===== config.mk =====
export PLATFORM = sky130hd
export DESIGN_NAME = message_history_store_flat
export DESIGN_NICKNAME = d
export VERILOG_FILES = /design/src/design/mhs_pkg.sv /design/src/design/mhs_req_if.sv /design/src/design/mhs_res_if.sv /design/src/design/message_history_store.sv /design/src/design/mhs_ram.sv /design/src/flat_wrapper.sv
export SDC_FILE = /design/constraint.sdc
export NUM_CORES = 2
export LEC_CHECK = 0
export ABC_AREA = 1
export BUFFER_PORTS_ARGS = -buffer_cell sky130_fd_sc_hd__buf_2
export CAP_MARGIN = 20
export CORE_MARGIN = 8
export CORE_UTILIZATION = 50
export CTS_BUF_LIST = sky130_fd_sc_hd__clkbuf_8 sky130_fd_sc_hd__clkbuf_16
export DETAILED_ROUTE_END_ITERATION = 8
export PLACE_DENSITY = 0.66
export SLEW_MARGIN = 20
export SYNTH_ARGS = -nofsm -noshare
export SYNTH_HDL_FRONTEND = slang
export SYNTH_MEMORY_MAX_BITS = 65536
export SYNTH_SLANG_ARGS = --single-unit

===== constraint.sdc =====
create_clock -name clk -period 11.9 [get_ports clk]
set_clock_uncertainty 0.2 [all_clocks]
set_input_delay 1.785 -clock clk [delete_from_list [all_inputs] [get_ports clk]]
set_output_delay 1.785 -clock clk [all_outputs]
set_load 0.01 [all_outputs]

===== src/design/mhs_pkg.sv =====
`default_nettype none
package mhs_pkg;
  localparam int DEPTH_DEF = 32;
  localparam int ID_W = 32;
  localparam int CH_W = 8;
  localparam int NODE_W = 32;
  localparam int TAG_W = 32;
  localparam int CNT_W = 7;
  localparam int FLAG_W = 10;
  localparam int REC_W = ID_W + NODE_W + NODE_W + TAG_W + FLAG_W;

  typedef enum logic [2:0] {
    REQ_ADD = 3'd0, REQ_ACK = 3'd1, REQ_READ = 3'd2, REQ_CHAN = 3'd3,
    REQ_DIRECT = 3'd4, REQ_ALL = 3'd5, REQ_CLEAR = 3'd6, REQ_BAD = 3'd7
  } req_t;

  localparam logic [1:0] ST_OK = 2'd0;
  localparam logic [1:0] ST_EVICT = 2'd1;
  localparam logic [1:0] ST_DUP = 2'd2;
  localparam logic [1:0] ST_NONE = 2'd3;

  typedef enum logic [3:0] {
    S_IDLE, S_SCAN_RD, S_SCAN_CHK, S_WRITE, S_EMIT_RD, S_EMIT_WAIT,
    S_EMIT_OUT, S_RESULT
  } state_t;
endpackage
`default_nettype wire


===== src/design/mhs_req_if.sv =====
`default_nettype none
interface mhs_req_if;
  logic        valid;
  logic        ready;
  logic [2:0]  req_type;
  logic [31:0] msg_id;
  logic [7:0]  channel;
  logic        direct_flag;
  logic [31:0] src_node;
  logic [31:0] to_node;
  logic        ack_in;
  logic [31:0] payload_tag;
  logic [5:0]  read_index;
  logic [6:0]  max_count;
  logic [31:0] query_node;
  modport source (output valid, req_type, msg_id, channel, direct_flag, src_node, to_node,
                  ack_in, payload_tag, read_index, max_count, query_node, input ready);
  modport sink (input valid, req_type, msg_id, channel, direct_flag, src_node, to_node,
                ack_in, payload_tag, read_index, max_count, query_node, output ready);
endinterface
`default_nettype wire


===== src/design/mhs_res_if.sv =====
`default_nettype none
interface mhs_res_if;
  logic        valid;
  logic        ready;
  logic [1:0]  status;
  logic [31:0] out_id;
  logic [7:0]  out_channel;
  logic        out_direct;
  logic [31:0] out_from;
  logic [31:0] out_to;
  logic        out_acked;
  logic [31:0] out_tag;
  logic [6:0]  stored_count;
  logic        last;
  modport source (output valid, status, out_id, out_channel, out_direct, out_from, out_to,
                  out_acked, out_tag, stored_count, last, input ready);
  modport sink (input valid, status, out_id, out_channel, out_direct, out_from, out_to,
                out_acked, out_tag, stored_count, last, output ready);
endinterface
`default_nettype wire


===== src/design/message_history_store.sv =====
// Sequence: add scans the held records for a duplicate id, then writes the new record;
// ack scans the same way and sets the acked flag on a hit; read fetches one record.
// Queries: a backward scan from the newest record counts matches, then a forward pass
// emits the matching records and skips the others; clear and bad requests answer directly.
// Throughput: one request at a time; in.ready is high only when idle.
// Reset (rst, synchronous) empties the store; record memory keeps no reset.
`default_nettype none
module message_history_store
  import mhs_pkg::*;
#(
  parameter int DEPTH = DEPTH_DEF
) (
  input wire logic  clk,
  input wire logic  rst,
  mhs_req_if.sink   in,
  mhs_res_if.source out
);
  localparam int AW = $clog2(DEPTH);
  localparam logic [CNT_W-1:0] DEPTH_C = CNT_W'(DEPTH);

  state_t state, state_next;
  logic [AW-1:0]    oldest_ptr;
  logic [CNT_W-1:0] held_count;

  // latched request
  req_t             rq;
  logic [ID_W-1:0]  r_id;
  logic [CH_W-1:0]  r_ch;
  logic             r_dir, r_ack;
  logic [NODE_W-1:0] r_from, r_to, r_node;
  logic [TAG_W-1:0] r_tag;
  logic [CNT_W-1:0] r_maxc;

  // scan position (from oldest), match counter, emit counter
  logic [CNT_W-1:0] pos, nmatch, nleft;
  logic [1:0]       res_status;
  logic             hit;

  // memory
  logic            we;
  logic [AW-1:0]   waddr, raddr;
  logic [REC_W-1:0] wdata, rdata;

  mhs_ram #(.WIDTH(REC_W), .DEPTH(DEPTH)) u_ram (
    .clk, .we, .waddr, .wdata, .raddr, .rdata
  );

  // record fields of the read word
  logic [ID_W-1:0]   m_id;
  logic [NODE_W-1:0] m_from, m_to;
  logic [TAG_W-1:0]  m_tag;
  logic [FLAG_W-1:0] m_flag;
  assign {m_id, m_from, m_to, m_tag, m_flag} = rdata;

  // slot of a position: (oldest + p) mod DEPTH, valid while oldest + p < 2*DEPTH
  function automatic logic [AW-1:0] slot_of(input logic [AW-1:0] base,
                                            input logic [CNT_W-1:0] p);
    logic [CNT_W:0] s;
    s = {{(CNT_W+1-AW){1'b0}}, base} + {1'b0, p};
    if (s >= (CNT_W+1)'(DEPTH)) s = s - (CNT_W+1)'(DEPTH);
    return s[AW-1:0];
  endfunction

  // shared compare unit
  logic match;
  always_comb begin
    unique case (rq)
      REQ_CHAN:   match = !m_flag[8] && (m_flag[7:0] == r_ch);
      REQ_DIRECT: match = m_flag[8] && ((m_from == r_node) || (m_to == r_node));
      REQ_ALL:    match = 1'b1;
      default:    match = (m_id == r_id);
    endcase
  end

  logic is_query;
  assign is_query = (rq == REQ_CHAN) || (rq == REQ_DIRECT) || (rq == REQ_ALL);

  always_ff @(posedge clk) begin
    if (rst) state <= S_IDLE;
    else state <= state_next;
  end

  // next state
  always_comb begin
    state_next = state;
    unique case (state)
      S_IDLE: if (in.valid) begin
        unique case (req_t'(in.req_type))
          REQ_ADD: state_next = (in.msg_id != '0 && held_count != '0) ? S_SCAN_RD : S_WRITE;
          REQ_ACK: state_next = (in.msg_id != '0 && held_count != '0) ? S_SCAN_RD : S_RESULT;
          REQ_READ: state_next = ({1'b0, in.read_index} < held_count) ? S_EMIT_RD : S_RESULT;
          REQ_CHAN, REQ_DIRECT, REQ_ALL:
            state_next = (held_count != '0 && in.max_count != '0) ? S_SCAN_RD : S_RESULT;
          default: state_next = S_RESULT;
        endcase
      end
      S_SCAN_RD: state_next = S_SCAN_CHK;
      S_SCAN_CHK: begin
        if (is_query) begin
          if (match && (nmatch + 1'b1 == r_maxc)) state_next = S_EMIT_RD;
          else if (pos == '0) state_next = (nmatch != '0 || match) ? S_EMIT_RD : S_RESULT;
          else state_next = S_SCAN_RD;
        end else if (match) begin
          state_next = (rq == REQ_ACK) ? S_WRITE : S_RESULT;
        end else if (pos + 1'b1 == held_count) begin
          state_next = (rq == REQ_ADD) ? S_WRITE : S_RESULT;
        end else state_next = S_SCAN_RD;
      end
      S_WRITE: state_next = S_RESULT;
      S_EMIT_RD: state_next = S_EMIT_WAIT;
      S_EMIT_WAIT: state_next = (is_query && !match) ? S_EMIT_RD : S_EMIT_OUT;
      S_EMIT_OUT: if (out.ready) state_next = (nleft == 7'd1 || !is_query) ? S_IDLE : S_EMIT_RD;
      S_RESULT: if (out.ready) state_next = S_IDLE;
      default: state_next = S_IDLE;
    endcase
  end

  // query scan steps back; ack/add steps forward; emit goes forward
  always_ff @(posedge clk) begin
    if (rst) begin
      oldest_ptr <= '0;
      held_count <= '0;
    end else begin
      unique case (state)
        S_IDLE: if (in.valid) begin
          rq <= req_t'(in.req_type);
          r_id <= in.msg_id; r_ch <= in.channel; r_dir <= in.direct_flag;
          r_from <= in.src_node; r_to <= in.to_node; r_ack <= in.ack_in;
          r_tag <= in.payload_tag; r_maxc <= in.max_count;
          r_node <= in.query_node;
          nmatch <= '0;
          res_status <= (req_t'(in.req_type) == REQ_ADD || req_t'(in.req_type) == REQ_CLEAR)
                        ? ST_OK : ST_NONE;
          hit <= 1'b0;
          unique case (req_t'(in.req_type))
            REQ_CHAN, REQ_DIRECT, REQ_ALL: pos <= held_count - 1'b1;
            REQ_READ: begin pos <= {1'b0, in.read_index}; nleft <= 7'd1; end
            REQ_CLEAR: begin held_count <= '0; oldest_ptr <= '0; end
            default: pos <= '0;
          endcase
        end
        S_SCAN_CHK: begin
          if (is_query) begin
            if (match) nmatch <= nmatch + 1'b1;
            if (match && (nmatch + 1'b1 == r_maxc)) nleft <= nmatch + 1'b1;
            else if (pos == '0) nleft <= nmatch + (match ? 7'd1 : 7'd0);
            else pos <= pos - 1'b1;
          end else if (match) begin
            hit <= 1'b1;
            res_status <= (rq == REQ_ADD) ? ST_DUP : ST_OK;
          end else if (pos + 1'b1 != held_count) pos <= pos + 1'b1;
        end
        S_WRITE: if (rq == REQ_ADD) begin
          if (held_count >= DEPTH_C) begin
            oldest_ptr <= slot_of(oldest_ptr, 7'd1);
            res_status <= ST_EVICT;
          end else held_count <= held_count + 1'b1;
        end
        S_EMIT_OUT: if (out.ready && is_query) begin
          nleft <= nleft - 1'b1;
          pos <= pos + 1'b1;
          // step to the next record; non-matching ones are skipped in S_EMIT_WAIT
        end
        default: ;
      endcase
      // skip non-matching words during the forward pass
      if (state == S_EMIT_WAIT && is_query && !match) pos <= pos + 1'b1;
    end
  end

  // memory port control
  always_comb begin
    raddr = slot_of(oldest_ptr, pos);
    we = 1'b0;
    waddr = raddr;
    wdata = rdata;
    if (state == S_WRITE && rq == REQ_ADD) begin
      we = 1'b1;
      waddr = (held_count >= DEPTH_C) ? oldest_ptr : slot_of(oldest_ptr, held_count);
      wdata = {r_id, r_from, r_to, r_tag, r_ack, r_dir, r_ch};
    end else if (state == S_WRITE) begin
      we = hit;
      wdata = {m_id, m_from, m_to, m_tag, 1'b1, m_flag[8:0]};
    end
  end

  // emit-wait loops back on non-match
  logic emit_ok;
  assign emit_ok = (state == S_EMIT_OUT);

  assign in.ready = (state == S_IDLE);
  assign out.valid = emit_ok || (state == S_RESULT);
  assign out.status = emit_ok ? ST_OK : res_status;
  assign out.out_id = emit_ok ? m_id : '0;
  assign out.out_channel = emit_ok ? m_flag[7:0] : '0;
  assign out.out_direct = emit_ok ? m_flag[8] : 1'b0;
  assign out.out_from = emit_ok ? m_from : '0;
  assign out.out_to = emit_ok ? m_to : '0;
  assign out.out_acked = emit_ok ? m_flag[9] : 1'b0;
  assign out.out_tag = emit_ok ? m_tag : '0;
  assign out.stored_count = held_count;
  assign out.last = emit_ok ? (nleft == 7'd1 || !is_query) : 1'b1;
endmodule
`default_nettype wire


===== src/design/mhs_ram.sv =====
`default_nettype none
module mhs_ram #(
  parameter int WIDTH = 8,
  parameter int DEPTH = 32
) (
  input  wire logic                     clk,
  input  wire logic                     we,
  input  wire logic [$clog2(DEPTH)-1:0] waddr,
  input  wire logic [WIDTH-1:0]         wdata,
  input  wire logic [$clog2(DEPTH)-1:0] raddr,
  output logic      [WIDTH-1:0]         rdata
);
  logic [WIDTH-1:0] mem [DEPTH];

  // one write port, registered read
  always_ff @(posedge clk) begin
    if (we) mem[waddr] <= wdata;
    rdata <= mem[raddr];
  end
endmodule
`default_nettype wire


===== src/flat_wrapper.sv =====
// flat-port wrapper written by rule: the top's interface ports become plain ports
module message_history_store_flat import mhs_pkg::*;
#(
  parameter int DEPTH = DEPTH_DEF
)
  (clk, rst, in_valid, in_req_type, in_msg_id, in_channel, in_direct_flag, in_src_node, in_to_node, in_ack_in, in_payload_tag, in_read_index, in_max_count, in_query_node, in_ready, out_valid, out_status, out_out_id, out_out_channel, out_out_direct, out_out_from, out_out_to, out_out_acked, out_out_tag, out_stored_count, out_last, out_ready);
  mhs_req_if in_i ();
  mhs_res_if out_i ();
  input wire logic clk;
  input wire logic rst;
  input wire logic [$bits(in_i.valid)-1:0] in_valid;
  input wire logic [$bits(in_i.req_type)-1:0] in_req_type;
  input wire logic [$bits(in_i.msg_id)-1:0] in_msg_id;
  input wire logic [$bits(in_i.channel)-1:0] in_channel;
  input wire logic [$bits(in_i.direct_flag)-1:0] in_direct_flag;
  input wire logic [$bits(in_i.src_node)-1:0] in_src_node;
  input wire logic [$bits(in_i.to_node)-1:0] in_to_node;
  input wire logic [$bits(in_i.ack_in)-1:0] in_ack_in;
  input wire logic [$bits(in_i.payload_tag)-1:0] in_payload_tag;
  input wire logic [$bits(in_i.read_index)-1:0] in_read_index;
  input wire logic [$bits(in_i.max_count)-1:0] in_max_count;
  input wire logic [$bits(in_i.query_node)-1:0] in_query_node;
  output wire logic [$bits(in_i.ready)-1:0] in_ready;
  output wire logic [$bits(out_i.valid)-1:0] out_valid;
  output wire logic [$bits(out_i.status)-1:0] out_status;
  output wire logic [$bits(out_i.out_id)-1:0] out_out_id;
  output wire logic [$bits(out_i.out_channel)-1:0] out_out_channel;
  output wire logic [$bits(out_i.out_direct)-1:0] out_out_direct;
  output wire logic [$bits(out_i.out_from)-1:0] out_out_from;
  output wire logic [$bits(out_i.out_to)-1:0] out_out_to;
  output wire logic [$bits(out_i.out_acked)-1:0] out_out_acked;
  output wire logic [$bits(out_i.out_tag)-1:0] out_out_tag;
  output wire logic [$bits(out_i.stored_count)-1:0] out_stored_count;
  output wire logic [$bits(out_i.last)-1:0] out_last;
  input wire logic [$bits(out_i.ready)-1:0] out_ready;
  assign in_i.valid = in_valid;
  assign in_i.req_type = in_req_type;
  assign in_i.msg_id = in_msg_id;
  assign in_i.channel = in_channel;
  assign in_i.direct_flag = in_direct_flag;
  assign in_i.src_node = in_src_node;
  assign in_i.to_node = in_to_node;
  assign in_i.ack_in = in_ack_in;
  assign in_i.payload_tag = in_payload_tag;
  assign in_i.read_index = in_read_index;
  assign in_i.max_count = in_max_count;
  assign in_i.query_node = in_query_node;
  assign in_ready = in_i.ready;
  assign out_valid = out_i.valid;
  assign out_status = out_i.status;
  assign out_out_id = out_i.out_id;
  assign out_out_channel = out_i.out_channel;
  assign out_out_direct = out_i.out_direct;
  assign out_out_from = out_i.out_from;
  assign out_out_to = out_i.out_to;
  assign out_out_acked = out_i.out_acked;
  assign out_out_tag = out_i.out_tag;
  assign out_stored_count = out_i.stored_count;
  assign out_last = out_i.last;
  assign out_i.ready = out_ready;
  message_history_store #(.DEPTH(DEPTH)) u_core (.clk(clk), .rst(rst), .in(in_i), .out(out_i));
endmodule

==> results.md <==
| Step | Parameter | This run |
|:---|:---|:---|
| synthesis | Post-synthesis sequential area ratio | 75.50% |
| die | Effective utilization at floorplan | 50.12% |
| synthesis | Top cell type's share of synthesized area | 73.87% |
| sta | Shortest period the worst path allows | 6.932 ns |
| route | DRC violation count after routing | 0 |
| sta | Highest clock frequency the design can meet | 144.3 MHz |
| route | Total wire length | 540500 um |
| global routing | Largest net degree at the start of global routing | 247 |
| route | Pre-Repair DR Iteration Count | 6 |
| sta | Final-report hold violation count | 0 |
| die | Number of placement rows | 225 |
| setup path | Critical path data arrival time | 7.65 ns |
| sta | Total Neg Setup Slack | 0 ns |
| min path | Class of the tightest hold or removal check | reg -> reg |
| final layout | Post-route cell area | 210100 um2 |
| synthesis | Number of synthesized flops with an enable pin | 4620 |
| synthesis | Synthesized area divided by synthesized cell count | 15.26 um2 |
| clocking | Gates resized, CTS repair | 0 |
| route | DRC marker count from the first detailed-route iteration | 15910 |
| global routing | Number of antenna violations at the first check in global routing | 16 |
| clocking | Register clock-pin slew on the reported worst setup and hold paths | 0.06 ns |
| synthesis | Netlist cell types | 55 |
| synthesis | Syn nets | 12520 |
| final layout | NumNets Final | 12750 |
| sta | Period utilisation layout | 58.25% |
| final layout | Core Util, Final | 56.08% |
| die | Number of primary I/O pins | 340 |
| global routing | First-pass GRT wire length | 773000 um |
| clocking | Post-CTS Setup Inserts | 0 |
| power | PwrDens | 240.7 nW/um2 |
| place | Post-placement cell area | 194800 um2 |
| final layout | Area of combinational cells with multiple inputs | 41560 um2 |
| global routing | Overflow left after global routing | 0 |
| clocking | CTS tree | built |
| sta | Final number of setup-violating endpoints | 0 |
| clocking | H-tree depth | 5 |
| synthesis | Commonest register cell after synthesis | edfxtp_1 |
| synthesis | Most frequent cell after synthesis | edfxtp_1 |
| synthesis | Fraction of synthesis flops using an asynchronous set or reset pin | 0% |
| route | Overall via count from detail_route | 114300 |
| synthesis | Largest area contributor in the synthesized netlist | edfxtp_1 |
| power | Switching Share | 33.62% |
| place | Number of buffers added on ports | 339 |
| sta | Tightest Pin Transition | 1.259 ns |
| synthesis | Area share of fa/ha/maj cells after synthesis | 0.1812% |
| synthesis | Synth top area cells | edfxtp_1 (74%), mux2i_1 (5.9%), o221ai_1 (5.2%), o21ai_0 (3.4%), nor2_1 (2.8%) |
| final layout | FF/Latch Area | 141800 um2 |
| die | Die X | 628.9 um |
| synthesis | Mapped Area | 187800 um2 |
| setup path | Endpoint required time on the critical path | 12.62 ns |
| clocking | Number of buffers created by CTS | 462 |
| global routing | GRT Resource Usage Total | 26.19% |
| sta | RSZ-0062 raised after global routing | no |
| power | NetSw | 17.01 mW |
| power | Part of the power in combinational logic | 28.3% |
| route | Detail Route Antenna Nets | 0 |
| synthesis | Main combinational cell family by area after synthesis | compound AO/OA/AOI/OAI gates |
| synthesis | Number of register bits inferred by synthesis | 4773 |
| route | Highest routing layer actually used | met5 |
| place | Post-detailed-placement half-perimeter wirelength | 271600 um |
| power | Total leakage power | 70.50 nW |
| route | Vias per std cell | 6.370 |
| die | Die Y | 628.9 um |
| final layout | Syn-to-layout area delta | 11.89% |
| power | Relative contribution of the clock network to total power | 28.5% |
| sta | Final number of max-transition violations | 0 |
| synthesis | Cell types with the highest counts after synthesis | edfxtp_1 (4620), nor2_1 (1405), o21ai_0 (1273) |
| clocking | CTS root buffer | clkbuf_16 |
| setup path | Critical Path Fanout Max | 230 |
| final layout | Fill cell instance count of the final layout | 28710 |
| route | Final routed wire length divided by cell count | 30.13 um |
| setup path | Crit end category | flop |
| synthesis | Mux cell area share after synthesis | 5.889% |
| clocking | Count of hold buffers inserted by post-cts repair | 0 |
| route | Met2 Routed Length | 257500 um |
| clocking | Clock buffer depth | 4 |
| die | Area inside the core boundary | 374700 um2 |
| power | Maximum vdd ir drop | 249.3 uV |
| sta | Tightest slew margin relative to the limit | 16.08% |
| final layout | Fraction of final layout cells with drive strength greater than 1 | 11.28% |
| die | Floorplan die area | 395500 um2 |
| run status | Result of the run | completed |
| power | Internal power summed over all cells | 33.58 mW |
| setup path | WS Path Type | reg -> reg |
| flow run | Maximum capacitance violations | 0 |
| synthesis | Number of cells produced by synthesis | 12310 |
| route | Routed length on met3 | 49600 um |
| clocking | Clock latency of the later-clocked register in the worst-skew pair | 1.01 ns |
| global routing | Via count of the first global-routing pass | 111700 |
| synthesis | Synthesized-area fraction occupied by and/or/nand/nor cells | 5.881% |
| clocking | Number of sinks handled by clock tree synthesis | 4773 |
| synthesis | Fraction of synthesized cell area in xor and xnor cells | 0.4757% |
| route | Met1 wire length | 209400 um |
| power | Sequential fraction of design power | 43.1% |
| setup path | Critical Path Source Type | flop |
| place | Final weighted congestion in routability-driven placement | 0.8147 |
| synthesis | Yosys warns | 0 |
| synthesis | Fraction of the mapped netlist area in compound gates | 9.227% |
[routing by layer]
metal / vias to the layer above / global-route usage, %
li1: 48480 / -
met1: 58350 / 35.75
met2: 6408 / 42.87
met3: 1015 / 3.705
met4: 4 / 10.20
met5: - / 0
[cells in the final DEF (no fill, tap or decap), types with 16 or more instances in the layout]
cell type,count
edfxtp_1,4620
nor2_1,1372
o21ai_0,1136
o221ai_1,1105
mux2i_1,1105
nand3_1,589
clkbuf_16,469
nand2_1,389
inv_1,343
buf_2,339
buf_4,260
dfxtp_1,153
a31oi_1,141
and3_1,137
clkinv_1,89
o21ai_1,84
clkinv_2,79
xnor2_1,61
clkbuf_8,52
o21ai_4,46
nor2_4,39
buf_12,36
bufinv_16,34
xor2_1,32
a21oi_1,29
ha_1,23
o21ai_2,16
[power groups by stage]
| stage | Clock [mW] | Combinational [mW] | Sequential (mW) |
|---|---|---|---|
| floorplan | 0 | 9.57 | 22.1 |
| global placement | 0 | 13.6 | 22.2 |
| detailed placement | 0 | 14.0 | 22.2 |
| CTS | 14.6 | 14.1 | 21.8 |
| global route | 15.2 | 15.4 | 21.8 |
| finish | 14.4 | 14.3 | 21.8 |
[through the flow]
step / setup slack, ns / hold slack (ns) / power [mW] / std cells
6_report: 4.968 / 0.3298 / 50.59 / 17940
5_1_grt: 4.456 / 0.3566 / 52.39 / 17930
4_1_cts: 5.029 / 0.3310 / 50.50 / 17930
3_5_place_dp: 5.046 / 0.3179 / 36.21 / 17060
3_3_place_gp: 5.030 / 0.3216 / 35.76 / 17060
2_1_floorplan: 1.378 / 0.3071 / 31.62 / 12310
[final cells by class]
type | count | area share [%]
inverter | 250 | 0.4686
clock buffer | 521 | 5.925
tap | 4994 | 2.973
clock inverter | 347 | 1.237
sequential | 4773 | 67.47
antenna | 6 | 0.007145
timing repair buffer | 643 | 2.139
multi-input combinational | 6404 | 19.78
[worst max-delay path, cell delays in order (launching register included)]
cell      delay [ns]
edfxtp_1        0.50
ha_4            0.22
fa_4            1.37
buf_4           0.94
buf_4           0.98
buf_12          0.75
buf_4           0.73
o21ai_0         0.23
o221ai_1        0.29
nand3_1         0.12
and3_1          0.18
a31oi_1         0.14
[state kept, by name (all words and copies together) (netlist names), 8 cells and up]
register            flops
u_core.r_ch             8
u_core.r_from          32
u_core.r_id            32
u_core.r_node          32
u_core.r_tag           32
u_core.r_to            32
u_core.u_ram.mem     4416
u_core.u_ram.rdata    138
[cell families after synthesis]
kind of cell	after synthesis
multiplexers	1105
AO/OA/AOI/OAI	2584
XOR/XNOR	98
adder cells (fa/ha/maj)	26
AND/OR/NAND/NOR	2591
flip-flops	4773
buffers and inverters	1130
[worst paths after layout]
| kind | start | end | slack (ns) | depth (start not counted) |
|---|---|---|---|---|
| worst max-delay path | u_core.pos[0] | u_core.u_ram.rdata[69] | 4.97 | 11 |
| worst min-delay path | u_core.out.stored_count[6] | u_core.out.stored_count[6] | 0.33 | 2 |
| worst min register to register | u_core.out.stored_count[6] | u_core.out.stored_count[6] | 0.33 | 2 |
| worst max register to register | u_core.pos[0] | u_core.u_ram.rdata[69] | 4.97 | 11 |
Power figures use the tool's default switching activity.
